===== config.mk =====
export PLATFORM = sky130hd
export DESIGN_NAME = tlv_extension_parser
export DESIGN_NICKNAME = d
export VERILOG_FILES = /design/src/rtl/tlvp_pkg.sv /design/src/rtl/tlvp_cfg.sv /design/src/rtl/tlvp_parse.sv /design/src/rtl/tlvp_out_buf.sv /design/src/rtl/tlv_extension_parser.sv
export SDC_FILE = /design/constraint.sdc
export NUM_CORES = 1
export LEC_CHECK = 0
export ABC_AREA = 1
export BUFFER_PORTS_ARGS = -buffer_cell sky130_fd_sc_hd__buf_2
export CELL_PAD_IN_SITES_DETAIL_PLACEMENT = 1
export CELL_PAD_IN_SITES_GLOBAL_PLACEMENT = 1
export CORE_UTILIZATION = 46
export DETAILED_ROUTE_END_ITERATION = 6
export GPL_TIMING_DRIVEN = 0
export HOLD_SLACK_MARGIN = 0.1
export PLACE_DENSITY = 0.84
export SYNTH_ARGS = -nofsm -noshare
export SYNTH_HDL_FRONTEND = slang
export SYNTH_SLANG_ARGS = --single-unit

===== constraint.sdc =====
create_clock -name clk_i -period 3.4 [get_ports clk_i]
set_input_delay 0.85 -clock clk_i [delete_from_list [all_inputs] [get_ports clk_i]]
set_output_delay 0.85 -clock clk_i [all_outputs]
set_load 0.005 [all_outputs]

===== src/rtl/tlvp_pkg.sv =====
package tlvp_pkg;

  localparam int unsigned ByteW = 8;
  localparam int unsigned CfgIdxW = 3;

  // register indexes of the configuration port
  localparam logic [CfgIdxW-1:0] CFG_IPV4_TYPE   = 3'd0;
  localparam logic [CfgIdxW-1:0] CFG_IPV6_TYPE   = 3'd1;
  localparam logic [CfgIdxW-1:0] CFG_DOMAIN_TYPE = 3'd2;
  localparam logic [CfgIdxW-1:0] CFG_SKIP_THRESH = 3'd3;
  localparam logic [CfgIdxW-1:0] CFG_FACTS_TYPE  = 3'd4;
  localparam logic [CfgIdxW-1:0] CFG_FACTS_LEN   = 3'd5;

  localparam logic [ByteW-1:0] IPV4_TYPE_RST   = 8'd1;
  localparam logic [ByteW-1:0] IPV6_TYPE_RST   = 8'd2;
  localparam logic [ByteW-1:0] DOMAIN_TYPE_RST = 8'd3;
  localparam logic [ByteW-1:0] SKIP_THRESH_RST = 8'd128;
  localparam logic [ByteW-1:0] FACTS_TYPE_RST  = 8'd128;
  localparam logic [ByteW-1:0] FACTS_LEN_RST   = 8'd8;

  localparam logic [ByteW-1:0] IPV4_LEN = 8'd4;
  localparam logic [ByteW-1:0] IPV6_LEN = 8'd16;
  localparam logic [ByteW-1:0] TALLY_MAX = 8'd255;

  typedef struct packed {
    logic [ByteW-1:0] ipv4_type;
    logic [ByteW-1:0] ipv6_type;
    logic [ByteW-1:0] domain_type;
    logic [ByteW-1:0] skip_thresh;
    logic [ByteW-1:0] facts_type;
    logic [ByteW-1:0] facts_len;
  } cfg_t;

  typedef struct packed {
    logic             header_valid;
    logic [ByteW-1:0] entry_type;
    logic [ByteW-1:0] entry_length;
    logic             payload_valid;
    logic [ByteW-1:0] payload_byte;
    logic             payload_end;
    logic             buffer_done;
    logic             verdict;
    logic [ByteW-1:0] known_count;
  } result_t;

  typedef enum logic [3:0] {
    PH_TYPE = 4'b0001,
    PH_LEN  = 4'b0010,
    PH_PAY  = 4'b0100,
    PH_DROP = 4'b1000
  } phase_e;

endpackage


===== src/rtl/tlvp_cfg.sv =====
module tlvp_cfg (
  input  logic                            clk_i,
  input  logic                            rst_ni,
  input  logic                            cfg_we_i,
  input  logic [tlvp_pkg::CfgIdxW-1:0]    cfg_index_i,
  input  logic [tlvp_pkg::ByteW-1:0]      cfg_data_i,
  output tlvp_pkg::cfg_t                  cfg_o
);

  tlvp_pkg::cfg_t cfg_q;

  always_ff @(posedge clk_i or negedge rst_ni) begin
    if (!rst_ni) begin
      cfg_q.ipv4_type   <= tlvp_pkg::IPV4_TYPE_RST;
      cfg_q.ipv6_type   <= tlvp_pkg::IPV6_TYPE_RST;
      cfg_q.domain_type <= tlvp_pkg::DOMAIN_TYPE_RST;
      cfg_q.skip_thresh <= tlvp_pkg::SKIP_THRESH_RST;
      cfg_q.facts_type  <= tlvp_pkg::FACTS_TYPE_RST;
      cfg_q.facts_len   <= tlvp_pkg::FACTS_LEN_RST;
    end else if (cfg_we_i) begin
      case (cfg_index_i)
        tlvp_pkg::CFG_IPV4_TYPE:   cfg_q.ipv4_type   <= cfg_data_i;
        tlvp_pkg::CFG_IPV6_TYPE:   cfg_q.ipv6_type   <= cfg_data_i;
        tlvp_pkg::CFG_DOMAIN_TYPE: cfg_q.domain_type <= cfg_data_i;
        tlvp_pkg::CFG_SKIP_THRESH: cfg_q.skip_thresh <= cfg_data_i;
        tlvp_pkg::CFG_FACTS_TYPE:  cfg_q.facts_type  <= cfg_data_i;
        tlvp_pkg::CFG_FACTS_LEN:   cfg_q.facts_len   <= cfg_data_i;
        default: ;
      endcase
    end
  end

  assign cfg_o = cfg_q;

endmodule


===== src/rtl/tlvp_parse.sv =====
module tlvp_parse (
  input  logic                       clk_i,
  input  logic                       rst_ni,
  input  tlvp_pkg::cfg_t             cfg_i,
  input  logic                       accept_i,
  input  logic [tlvp_pkg::ByteW-1:0] data_byte_i,
  input  logic                       last_byte_i,
  output tlvp_pkg::result_t          result_o
);

  tlvp_pkg::phase_e           phase_q, phase_d, phase_mid;
  logic [tlvp_pkg::ByteW-1:0] held_type_q, held_type_d;
  logic [tlvp_pkg::ByteW-1:0] left_q, left_d, left_mid, left_dec;
  logic [tlvp_pkg::ByteW-1:0] tally_q, tally_d, tally_mid;
  logic                       known_q, known_d, known_mid;
  logic                       err_q, err_d, err_mid;
  logic                       bump;
  tlvp_pkg::result_t          res;

  assign left_dec = left_q - 8'd1;

  always_comb begin
    phase_mid   = phase_q;
    held_type_d = held_type_q;
    left_mid    = left_q;
    known_mid   = known_q;
    err_mid     = err_q;
    bump        = 1'b0;
    res         = '0;

    case (phase_q)
      tlvp_pkg::PH_TYPE: begin
        held_type_d = data_byte_i;
        if (data_byte_i == cfg_i.ipv4_type || data_byte_i == cfg_i.ipv6_type) begin
          known_mid        = 1'b1;
          left_mid         = (data_byte_i == cfg_i.ipv4_type) ? tlvp_pkg::IPV4_LEN
                                                               : tlvp_pkg::IPV6_LEN;
          res.header_valid = 1'b1;
          res.entry_type   = data_byte_i;
          res.entry_length = left_mid;
          phase_mid        = tlvp_pkg::PH_PAY;
        end else if (data_byte_i == cfg_i.domain_type ||
                     data_byte_i >= cfg_i.skip_thresh) begin
          phase_mid = tlvp_pkg::PH_LEN;
        end else begin
          err_mid   = 1'b1;
          phase_mid = tlvp_pkg::PH_DROP;
        end
      end
      tlvp_pkg::PH_LEN: begin
        if (held_type_q != cfg_i.domain_type && held_type_q == cfg_i.facts_type &&
            data_byte_i != cfg_i.facts_len) begin
          // sender facts with the wrong length: stop parsing this buffer
          err_mid   = 1'b1;
          phase_mid = tlvp_pkg::PH_DROP;
        end else begin
          known_mid = (held_type_q == cfg_i.domain_type) ||
                      (held_type_q == cfg_i.facts_type);
          if (known_mid) begin
            res.header_valid = 1'b1;
            res.entry_type   = held_type_q;
            res.entry_length = data_byte_i;
          end
          left_mid = data_byte_i;
          if (data_byte_i == '0) begin
            bump      = known_mid;
            phase_mid = tlvp_pkg::PH_TYPE;
          end else begin
            phase_mid = tlvp_pkg::PH_PAY;
          end
        end
      end
      tlvp_pkg::PH_PAY: begin
        left_mid = left_dec;
        if (known_q) begin
          res.payload_valid = 1'b1;
          res.payload_byte  = data_byte_i;
          res.entry_type    = held_type_q;
        end
        if (left_dec == '0) begin
          phase_mid       = tlvp_pkg::PH_TYPE;
          res.payload_end = known_q;
          bump            = known_q;
        end
      end
      default: ;
    endcase

    tally_mid = (bump && tally_q != tlvp_pkg::TALLY_MAX) ? tally_q + 8'd1 : tally_q;
    res.known_count = tally_mid;

    phase_d = phase_mid;
    left_d  = left_mid;
    known_d = known_mid;
    err_d   = err_mid;
    tally_d = tally_mid;
    if (last_byte_i) begin
      res.buffer_done = 1'b1;
      res.verdict     = err_mid || (phase_mid != tlvp_pkg::PH_TYPE);
      // rearm for the next buffer
      phase_d = tlvp_pkg::PH_TYPE;
      left_d  = '0;
      known_d = 1'b0;
      err_d   = 1'b0;
      tally_d = '0;
    end
  end

  always_ff @(posedge clk_i or negedge rst_ni) begin
    if (!rst_ni) begin
      phase_q     <= tlvp_pkg::PH_TYPE;
      held_type_q <= '0;
      left_q      <= '0;
      known_q     <= 1'b0;
      err_q       <= 1'b0;
      tally_q     <= '0;
    end else if (accept_i) begin
      phase_q     <= phase_d;
      held_type_q <= held_type_d;
      left_q      <= left_d;
      known_q     <= known_d;
      err_q       <= err_d;
      tally_q     <= tally_d;
    end
  end

  assign result_o = res;

endmodule


===== src/rtl/tlvp_out_buf.sv =====
module tlvp_out_buf (
  input  logic              clk_i,
  input  logic              rst_ni,
  input  logic              push_i,
  input  tlvp_pkg::result_t data_i,
  output logic              full_o,
  output logic              valid_o,
  input  logic              stall_i,
  output tlvp_pkg::result_t data_o
);

  logic              main_v_q, skid_v_q;
  tlvp_pkg::result_t main_q, skid_q;
  logic              pop;

  assign pop = main_v_q && !stall_i;

  always_ff @(posedge clk_i or negedge rst_ni) begin
    if (!rst_ni) begin
      main_v_q <= 1'b0;
      skid_v_q <= 1'b0;
    end else if (pop) begin
      if (skid_v_q) begin
        skid_v_q <= 1'b0;
      end else begin
        main_v_q <= push_i;
      end
    end else if (push_i) begin
      if (main_v_q) begin
        skid_v_q <= 1'b1;
      end else begin
        main_v_q <= 1'b1;
      end
    end
  end

  always_ff @(posedge clk_i) begin
    if (pop) begin
      if (skid_v_q) begin
        main_q <= skid_q;
      end else if (push_i) begin
        main_q <= data_i;
      end
    end else if (push_i) begin
      if (main_v_q) begin
        skid_q <= data_i;
      end else begin
        main_q <= data_i;
      end
    end
  end

  assign full_o  = skid_v_q;
  assign valid_o = main_v_q;
  assign data_o  = main_q;

endmodule


===== src/rtl/tlv_extension_parser.sv =====
// Streaming parser for a buffer of type-length-value extension entries.
// Input channel: one buffer byte per item on data_byte_i, with last_byte_i
// set on the final byte; in_valid_i/in_stall_o form the handshake.
// Output channel: one result item per input byte (header, payload and
// end-of-buffer verdict fields); out_valid_o/out_stall_i form the handshake.
// Configuration: write cfg_data_i to register cfg_index_i while cfg_we_i is
// high; write only while the block is idle.
// Output register: an accepted byte's result is registered in the output buffer.
// Throughput: one byte per cycle while in_stall_o is low; the parse state
// updates once per accepted byte; results land in a two-deep output buffer.
// Stall: when out_stall_i holds, the buffer absorbs one more result and then
// raises in_stall_o until the receiver takes a result.
// Reset: parse state returns to "expect type byte", the entry count and error
// flag clear, configuration returns to its defaults, both buffers empty.
// The consumer discards a buffer's output when its verdict is 1.
module tlv_extension_parser (
  input  logic                         clk_i,
  input  logic                         rst_ni,
  input  logic                         cfg_we_i,
  input  logic [tlvp_pkg::CfgIdxW-1:0] cfg_index_i,
  input  logic [tlvp_pkg::ByteW-1:0]   cfg_data_i,
  input  logic                         in_valid_i,
  output logic                         in_stall_o,
  input  logic [tlvp_pkg::ByteW-1:0]   data_byte_i,
  input  logic                         last_byte_i,
  output logic                         out_valid_o,
  input  logic                         out_stall_i,
  output logic                         header_valid_o,
  output logic [tlvp_pkg::ByteW-1:0]   entry_type_o,
  output logic [tlvp_pkg::ByteW-1:0]   entry_length_o,
  output logic                         payload_valid_o,
  output logic [tlvp_pkg::ByteW-1:0]   payload_byte_o,
  output logic                         payload_end_o,
  output logic                         buffer_done_o,
  output logic                         verdict_o,
  output logic [tlvp_pkg::ByteW-1:0]   known_count_o
);

  tlvp_pkg::cfg_t    cfg;
  tlvp_pkg::result_t res, res_out;
  logic              accept;
  logic              full;

  assign accept     = in_valid_i && !full;
  assign in_stall_o = full;

  tlvp_cfg u_cfg (
    .clk_i       (clk_i),
    .rst_ni      (rst_ni),
    .cfg_we_i    (cfg_we_i),
    .cfg_index_i (cfg_index_i),
    .cfg_data_i  (cfg_data_i),
    .cfg_o       (cfg)
  );

  tlvp_parse u_parse (
    .clk_i       (clk_i),
    .rst_ni      (rst_ni),
    .cfg_i       (cfg),
    .accept_i    (accept),
    .data_byte_i (data_byte_i),
    .last_byte_i (last_byte_i),
    .result_o    (res)
  );

  tlvp_out_buf u_out_buf (
    .clk_i   (clk_i),
    .rst_ni  (rst_ni),
    .push_i  (accept),
    .data_i  (res),
    .full_o  (full),
    .valid_o (out_valid_o),
    .stall_i (out_stall_i),
    .data_o  (res_out)
  );

  assign header_valid_o  = res_out.header_valid;
  assign entry_type_o    = res_out.entry_type;
  assign entry_length_o  = res_out.entry_length;
  assign payload_valid_o = res_out.payload_valid;
  assign payload_byte_o  = res_out.payload_byte;
  assign payload_end_o   = res_out.payload_end;
  assign buffer_done_o   = res_out.buffer_done;
  assign verdict_o       = res_out.verdict;
  assign known_count_o   = res_out.known_count;

`ifndef SYNTHESIS
  a_stall_needs_output: assert property (@(posedge clk_i) disable iff (!rst_ni)
    in_stall_o |-> out_valid_o)
    else $error("input stalled while output buffer is empty");

  a_header_not_payload: assert property (@(posedge clk_i) disable iff (!rst_ni)
    out_valid_o |-> !(header_valid_o && payload_valid_o))
    else $error("header and payload flagged on the same item");

  a_end_is_payload: assert property (@(posedge clk_i) disable iff (!rst_ni)
    (out_valid_o && payload_end_o) |-> payload_valid_o)
    else $error("payload end without payload");

  a_verdict_at_done: assert property (@(posedge clk_i) disable iff (!rst_ni)
    (out_valid_o && verdict_o) |-> buffer_done_o)
    else $error("verdict raised before the end of the buffer");

  a_out_hold: assert property (@(posedge clk_i) disable iff (!rst_ni)
    (out_valid_o && out_stall_i) |=> (out_valid_o && $stable(res_out)))
    else $error("stalled result item changed");
`endif

endmodule

# == Word level (Yosys, flattened, before mapping) ==
# Cells that the tools add are included.
# op_classes
addsub,2
n_mul,0
div,0
n_lt_le_gt_ge,1
eq_ne,21
shift,0
muxes,48
n_bitwise,1
n_reduce_logical,32
# ops
cell,n
37-bit 2-to-1 mux,5
17-bit 2-to-1 mux,3
8-bit 2-to-1 mux,6
8-bit case mux with 3 select lines,2
8-bit == test,5
4-bit 2-to-1 mux,5
2-bit AND reduction,9
8-bit zero test,2
1-bit 2-to-1 mux,16
8-bit inequality test,2
8-bit case mux with 2 select lines,1
4-bit case mux with 3 select lines,1
10-bit 2-to-1 mux,1
9-bit 2-to-1 mux,1
"8-bit by 1-bit adder with 8-bit output, second input constant",1
8-bit greater-or-equal comparator,1
"8-bit inequality test, second input constant",1
1-bit case mux with 2 select lines,4
4-bit AND reduction,2
"8-bit by 1-bit subtractor with 8-bit output, second input constant",1
"3-bit by 2-bit == test with 1-bit output, second input constant",2
"3-bit == test, second input constant",2
3-bit AND reduction,2
2-bit nonzero test,3
other kinds (18),27
# word_totals
reg_bits,154
latch_bits,0
mem_bits_rw,0
mem_bits_ro,0
input_bits,25
out_inout_bits,39
wordCells,137
mem_count,0

# == Depth between registers and ports, before layout ==
# logic_depth
depth_word,11
ltp_mapped,17
depth_no_buf,17

# == Cells and area by module ==
# Synthesis repeated with hierarchy kept, for this count alone.
# unflattened
cells_unflattened,950
hier_area_um2,8174.1
# by_module_without_submodules
mod,n_inst,cells_per_inst,area_each_um2,seq_area_each_um2
tlvp_parse,1,512,3269.4,752.0
tlvp_out_buf,1,219,2949.1,2272.2
tlvp_cfg,1,217,1945.6,1209.9
tlv_extension_parser,1,2,10.0,0.0

# == Worst setup path after synthesis ==
# Ideal clock, no wire load.
# synth_timing
path_type,input -> register
from,input in_valid_i
to,"register u_out_buf.main_q, in the netlist u_out_buf.data_o[0] (enable)"
setup_time_ps,444
arrival_ps,3018
t_required_ps,2956
slack_ps,-62
stages,4
path_buffers,0
cell_sequence,nand2_2 -> clkinv_1 -> a21oi_1 -> a21oi_1
# synth_via
elab_chain_cells,3
elab_cells_between_ends,4
classes_between,reduce/logical (4)
# synth_lines
item,line,source
start: declaration,tlv_extension_parser.sv:22,"input logic in_valid_i,"
1-bit logical AND (*),tlv_extension_parser.sv:44,assign accept = in_valid_i && !full;
2-bit nonzero test (no source line),--,
3-bit AND reduction (no source line) (*),--,
end signal: assignment,tlvp_out_buf.sv:40,main_q <= skid_q;
end signal: assignment,tlvp_out_buf.sv:42,main_q <= data_i;
end signal: assignment,tlvp_out_buf.sv:48,main_q <= data_i;
end: declaration,tlvp_out_buf.sv:13,"tlvp_pkg::result_t main_q, skid_q;"
# Mark *: on every way between the ends. The rest lies on a longest branch, timed or not.
# A chain may end at the register's enable or synchronous reset.

# == Final worst setup path ==
# layout_timing
from,register u_parse.left_q[0] (netlist name)
to,"register u_out_buf.main_q, in the netlist u_out_buf.data_o[6], data pin"
# layout_via
elab_chain_cells,9
elab_cells_between_ends,11
classes_between,add/sub (1); mux (8); reduce/logical (2)
# layout_lines
item,line,source
start: declaration,tlvp_parse.sv:13,"logic [tlvp_pkg::ByteW-1:0] left_q, left_d, left_mid, left_dec;"
start signal: assignment,tlvp_parse.sv:120,left_q <= left_d;
8-bit by 1-bit subtractor with 8-bit output (*),tlvp_parse.sv:20,assign left_dec = left_q - 8'd1;
8-bit zero test (*),tlvp_parse.sv:80,if (left_dec == '0) begin
1-bit 2-to-1 mux (*),tlvp_parse.sv:80,
1-bit case mux with 2 select lines (*),tlvp_parse.sv:31,case (phase_q)
1-bit logical AND (*),tlvp_parse.sv:89,tally_mid = (bump && tally_q != tlvp_pkg::TALLY_MAX) ? tally_q + 8'd1 : tally_q;
8-bit 2-to-1 mux (*),tlvp_parse.sv:89,
"37-bit 2-to-1 mux, on equally long branches","tlvp_out_buf.sv:45, tlvp_out_buf.sv:41",
"37-bit 2-to-1 mux, on equally long branches","tlvp_out_buf.sv:44, tlvp_out_buf.sv:39",
37-bit 2-to-1 mux (*),tlvp_out_buf.sv:38,if (pop) begin
# Mark *: on every way between the ends. The rest lies on a longest branch, timed or not. The select of a mux whose other input is x is not followed.

==> metrics.log <==
[metrics] status: completed
[metrics] timing startpoint of the critical path: u_parse.left_q[0]
[metrics] RR Startpoint: u_parse.left_q[0]
[metrics] number of CTS-inserted buffers: 17
[metrics] number of distinct library cell variants in the gate-level netlist after synthesis: 42
[metrics] number of register bits inferred by synthesis: 154
[metrics] count of hold-fix buffers inserted at cts: 0
[metrics] post-cts sizing count: 0
[metrics] Post-Syn Area: a little under 0.008 mm2
[metrics] vias in the first global route: between 6000 and 7000
[metrics] number of inserted filler cells in the final layout: around 2000
[metrics] actual transition at the worst max-transition pin: a little over 0.6 ns
[metrics] sequential cell area: between 0.004 and 0.005 mm2
[metrics] worst relative slew slack: about three fifths
[metrics] Clock Skews: between 0.01 and 0.015 ns
[metrics] number of nets with antenna violations after routing: 0
[metrics] multi-input combinational cell area: between 0.003 and 0.004 mm2
[metrics] ratio of total power to cell area: between 600 and 700 mW/mm2
[metrics] Post-CTS Setup Bufs: 0
[metrics] end of the critical path: u_out_buf.data_o[6]
[metrics] hold violation count in the final report: 0
[metrics] Die Y: 133 um
[metrics] Cells after DPL: about 1200
[metrics] depth of the worst register-to-register path: 17
[metrics] number of max-cap violations: 0
[metrics] number of optimization iterations in the first detailed-route pass: 5
[metrics] total wire length after detailed routing: approximately 20000 um
[metrics] depth of the CTS H-tree: 4
[metrics] top fanout value on the critical path: 8
[metrics] pin count of the biggest net entering global routing: between 40 and 50
[metrics] initial antenna violation count: 0
[metrics] arrival time of data at the critical path endpoint: approximately 2.8 ns
[metrics] Setup Crit Path Kind: flip-flop to flip-flop
[metrics] most frequent cells in the layout: sky130_fd_sc_hd__nand2_1 (301), sky130_fd_sc_hd__inv_1 (96), sky130_fd_sc_hd__edfxtp_1 (74), sky130_fd_sc_hd__buf_2 (73), sky130_fd_sc_hd__dfrtp_1 (72)
[metrics] Avg Inst Size Synth: 8.77 um2
[metrics] Port Buf Inserts: between 60 and 70
[metrics] chip width: around 130 um
[metrics] starting utilization of the core area: roughly 48%
[metrics] internal reg-to-reg setup slack: roughly 0.80 ns
[metrics] Die Outline Area: between 0.015 and 0.02 mm2
[metrics] Placer Congestion: between 0.8 and 0.9
[metrics] reg-to-reg endpoint: u_out_buf.data_o[6]
[metrics] post-synthesis net count: 941
[metrics] wire length of the first global-routing pass: 34200 um
[metrics] Avg WL per Cell: approximately 17 um
[metrics] Warnings, synthesis: 0
[metrics] clk root buf: sky130_fd_sc_hd__clkbuf_16
[metrics] area share of the leading cell type in the synthesized netlist: between 20 and 30%
[metrics] Fmax achieved: 0.385 GHz
[metrics] clk slew on worst S/H paths: about 0.070 ns
[metrics] category of the worst setup path launch point: flip-flop
[metrics] global-route usage over all layers: about a quarter
[metrics] DRC violation count after routing: 0
[metrics] gate count of the mapped netlist: around 910
[metrics] standard-cell rows: 47
[metrics] top cells by area in the synthesized netlist: sky130_fd_sc_hd__edfxtp_1 (28%), sky130_fd_sc_hd__dfrtp_1 (23%), sky130_fd_sc_hd__nand2_1 (14%)
[metrics] final non-filler cell total: around 1200
[metrics] library cell with the largest summed area after synthesis: sky130_fd_sc_hd__edfxtp_1
[metrics] insertion delay to the later sink of the worst-skew pair: about 0.44 ns
[metrics] clock tree from TritonCTS: built
[metrics] total of endpoints with negative setup slack in the final report: 0
[metrics] required time of the critical path: roughly 3.6 ns
[metrics] final period utilization: approximately 76%
[metrics] number of nets in the finished design: ~1000
[metrics] Pleak: roughly 4.4 nW
[metrics] final setup TNS: 0 ns
[metrics] vias after detailed routing: between 6000 and 7000
[metrics] number of ports placed on the die boundary: 64
[metrics] final count of pins violating max slew: 0
[metrics] clock sink count: between 150 and 200
[metrics] final global-route overflow total: 0
[metrics] most common cell after layout, fill and taps aside: sky130_fd_sc_hd__nand2_1
[metrics] share of post-route cells with drive strength above 1: between 10% and 20%
[metrics] unrepaired setup endpoints after global routing: no
[metrics] maximum ir drop on the vdd rail: 0.435 mV
[metrics] hold crit path type: input port to async pin
[metrics] antenna fix cells: 0
[metrics] element type at the critical path end: flip-flop
[metrics] minimum clock period: approximately 2.6 ns
[metrics] detailed placement HPWL: about 15000 um
[metrics] ratio of routed vias to standard cells: about 5.2
[metrics] sequential cell area fraction in the yosys report: between 50% and 60%
[metrics] total core area: roughly 0.017 mm2
[metrics] starting DRC count in detailed routing: 246
[metrics] area growth from synthesis to layout: 16.0%
[metrics] Longest Clk Path Bufs: 2
cell usage after synthesis, drive strengths merged:
library cell  number
mux2i              9
dfrtp             72
xor2              20
xnor2             14
inv              105
buf               15
ha                11
o21ai             90
o22ai              7
dfstp              8
nor3               3
a31oi              1
nand3             39
a21oi             10
edfxtp            74
nand2            324
or2                4
o21bai             1
nor4               1
clkbuf            13
nand4             11
nor2              68
o21a               1
o31ai              1
and2               1
o211ai             1
clkinv             1
logic make-up (layout without fill, tap and decap cells):
kind of cell	count (synthesis)	in the layout	share of synthesized area (%)
and+or+nand+nor	451	451	25.0
DFF	154	154	53.3
xor gates and xnor gates	34	34	3.75
muxes	9	9	1.13
AOI/OAI and AO/OA	112	112	8.17
adders and majority gates	11	11	1.73
buffers and inverters	134	231	6.84
sequential cells by signal, indices dropped and copies added (netlist names), 4 cells and up:
name,count
u_out_buf.skid_q,37
u_out_buf.data_o,37
u_parse.tally_q,8
u_parse.phase_q,4
u_parse.left_q,8
u_cfg.cfg_o,48
u_parse.held_type_q,8
report_power, final:
part	internal [mW]	switching (mW)	leakage, nW
clock network	1.09	0.826	0.277
logic	0.630	1.15	2.38
registers	2.44	0.270	1.73
total	4.16	2.25	4.39
layout make-up:
class | count | share of cell area, %
Sequential cell | 154 | 46.0
Multi-Input combinational cell | 617 | 34.5
Clock buffer | 17 | 4.62
Inverter | 106 | 4.35
Timing Repair Buffer | 65 | 4.21
Tap cell | 220 | 2.99
Clock inverter | 15 | 1.78
Buffer | 28 | 1.55
worst min-delay path by stage:
| stage | start | end | slack (ns) | depth (start not counted) |
|---|---|---|---|---|
| detailed placement | u_cfg.cfg_o[19] | u_cfg.cfg_o[19] | 0.47 | 2 |
| floorplan | u_cfg.cfg_o[17] | u_cfg.cfg_o[17] | 0.45 | 2 |
| global route | rst_ni | u_out_buf.valid_o | 0.41 | 1 |
| finish | rst_ni | u_out_buf.valid_o | 0.36 | 1 |
| CTS | rst_ni | u_out_buf.valid_o | 0.38 | 1 |
| global placement | u_cfg.cfg_o[19] | u_cfg.cfg_o[19] | 0.47 | 2 |
per-layer routing:
metal	wire, um	vias up	global-route usage, %
met5	0	-	0
met4	485	0	8.52
met3	730	28	4.60
met2	10500	141	44.0
met1	8820	3121	31.2
li1	-	3080	-
metrics by stage:
step           power [mW]  hold slack, ns  cell area, um2  util, %  worst slack [ns]
2_1_floorplan        3.88           0.453            7940        -             0.377
3_3_place_gp         4.33           0.468            8530     51.1            -0.441
3_5_place_dp         4.50           0.473            8620     51.6             0.479
4_1_cts              6.44           0.384            9210     55.1             0.796
5_1_grt              6.79           0.410            9210     55.1             0.571
6_report             6.41           0.361            9210     55.1             0.802
critical path, cell delays in order, from the launching register on:
cell,delay (ns)
sky130_fd_sc_hd__dfrtp_1,0.42
sky130_fd_sc_hd__inv_1,0.18
sky130_fd_sc_hd__ha_1,0.22
sky130_fd_sc_hd__inv_1,0.05
sky130_fd_sc_hd__nor2_1,0.21
sky130_fd_sc_hd__nand2_1,0.09
sky130_fd_sc_hd__nand2_1,0.07
sky130_fd_sc_hd__nand2_1,0.04
sky130_fd_sc_hd__inv_1,0.07
sky130_fd_sc_hd__nand3_1,0.12
sky130_fd_sc_hd__nor2_4,0.18
sky130_fd_sc_hd__nand3_2,0.12
sky130_fd_sc_hd__nand2_4,0.15
sky130_fd_sc_hd__nand2_4,0.11
sky130_fd_sc_hd__nand2_2,0.09
sky130_fd_sc_hd__nand3_1,0.10
sky130_fd_sc_hd__nand2_1,0.09
sky130_fd_sc_hd__inv_1,0.05
Note: power is estimated with default switching activity, not from simulation.
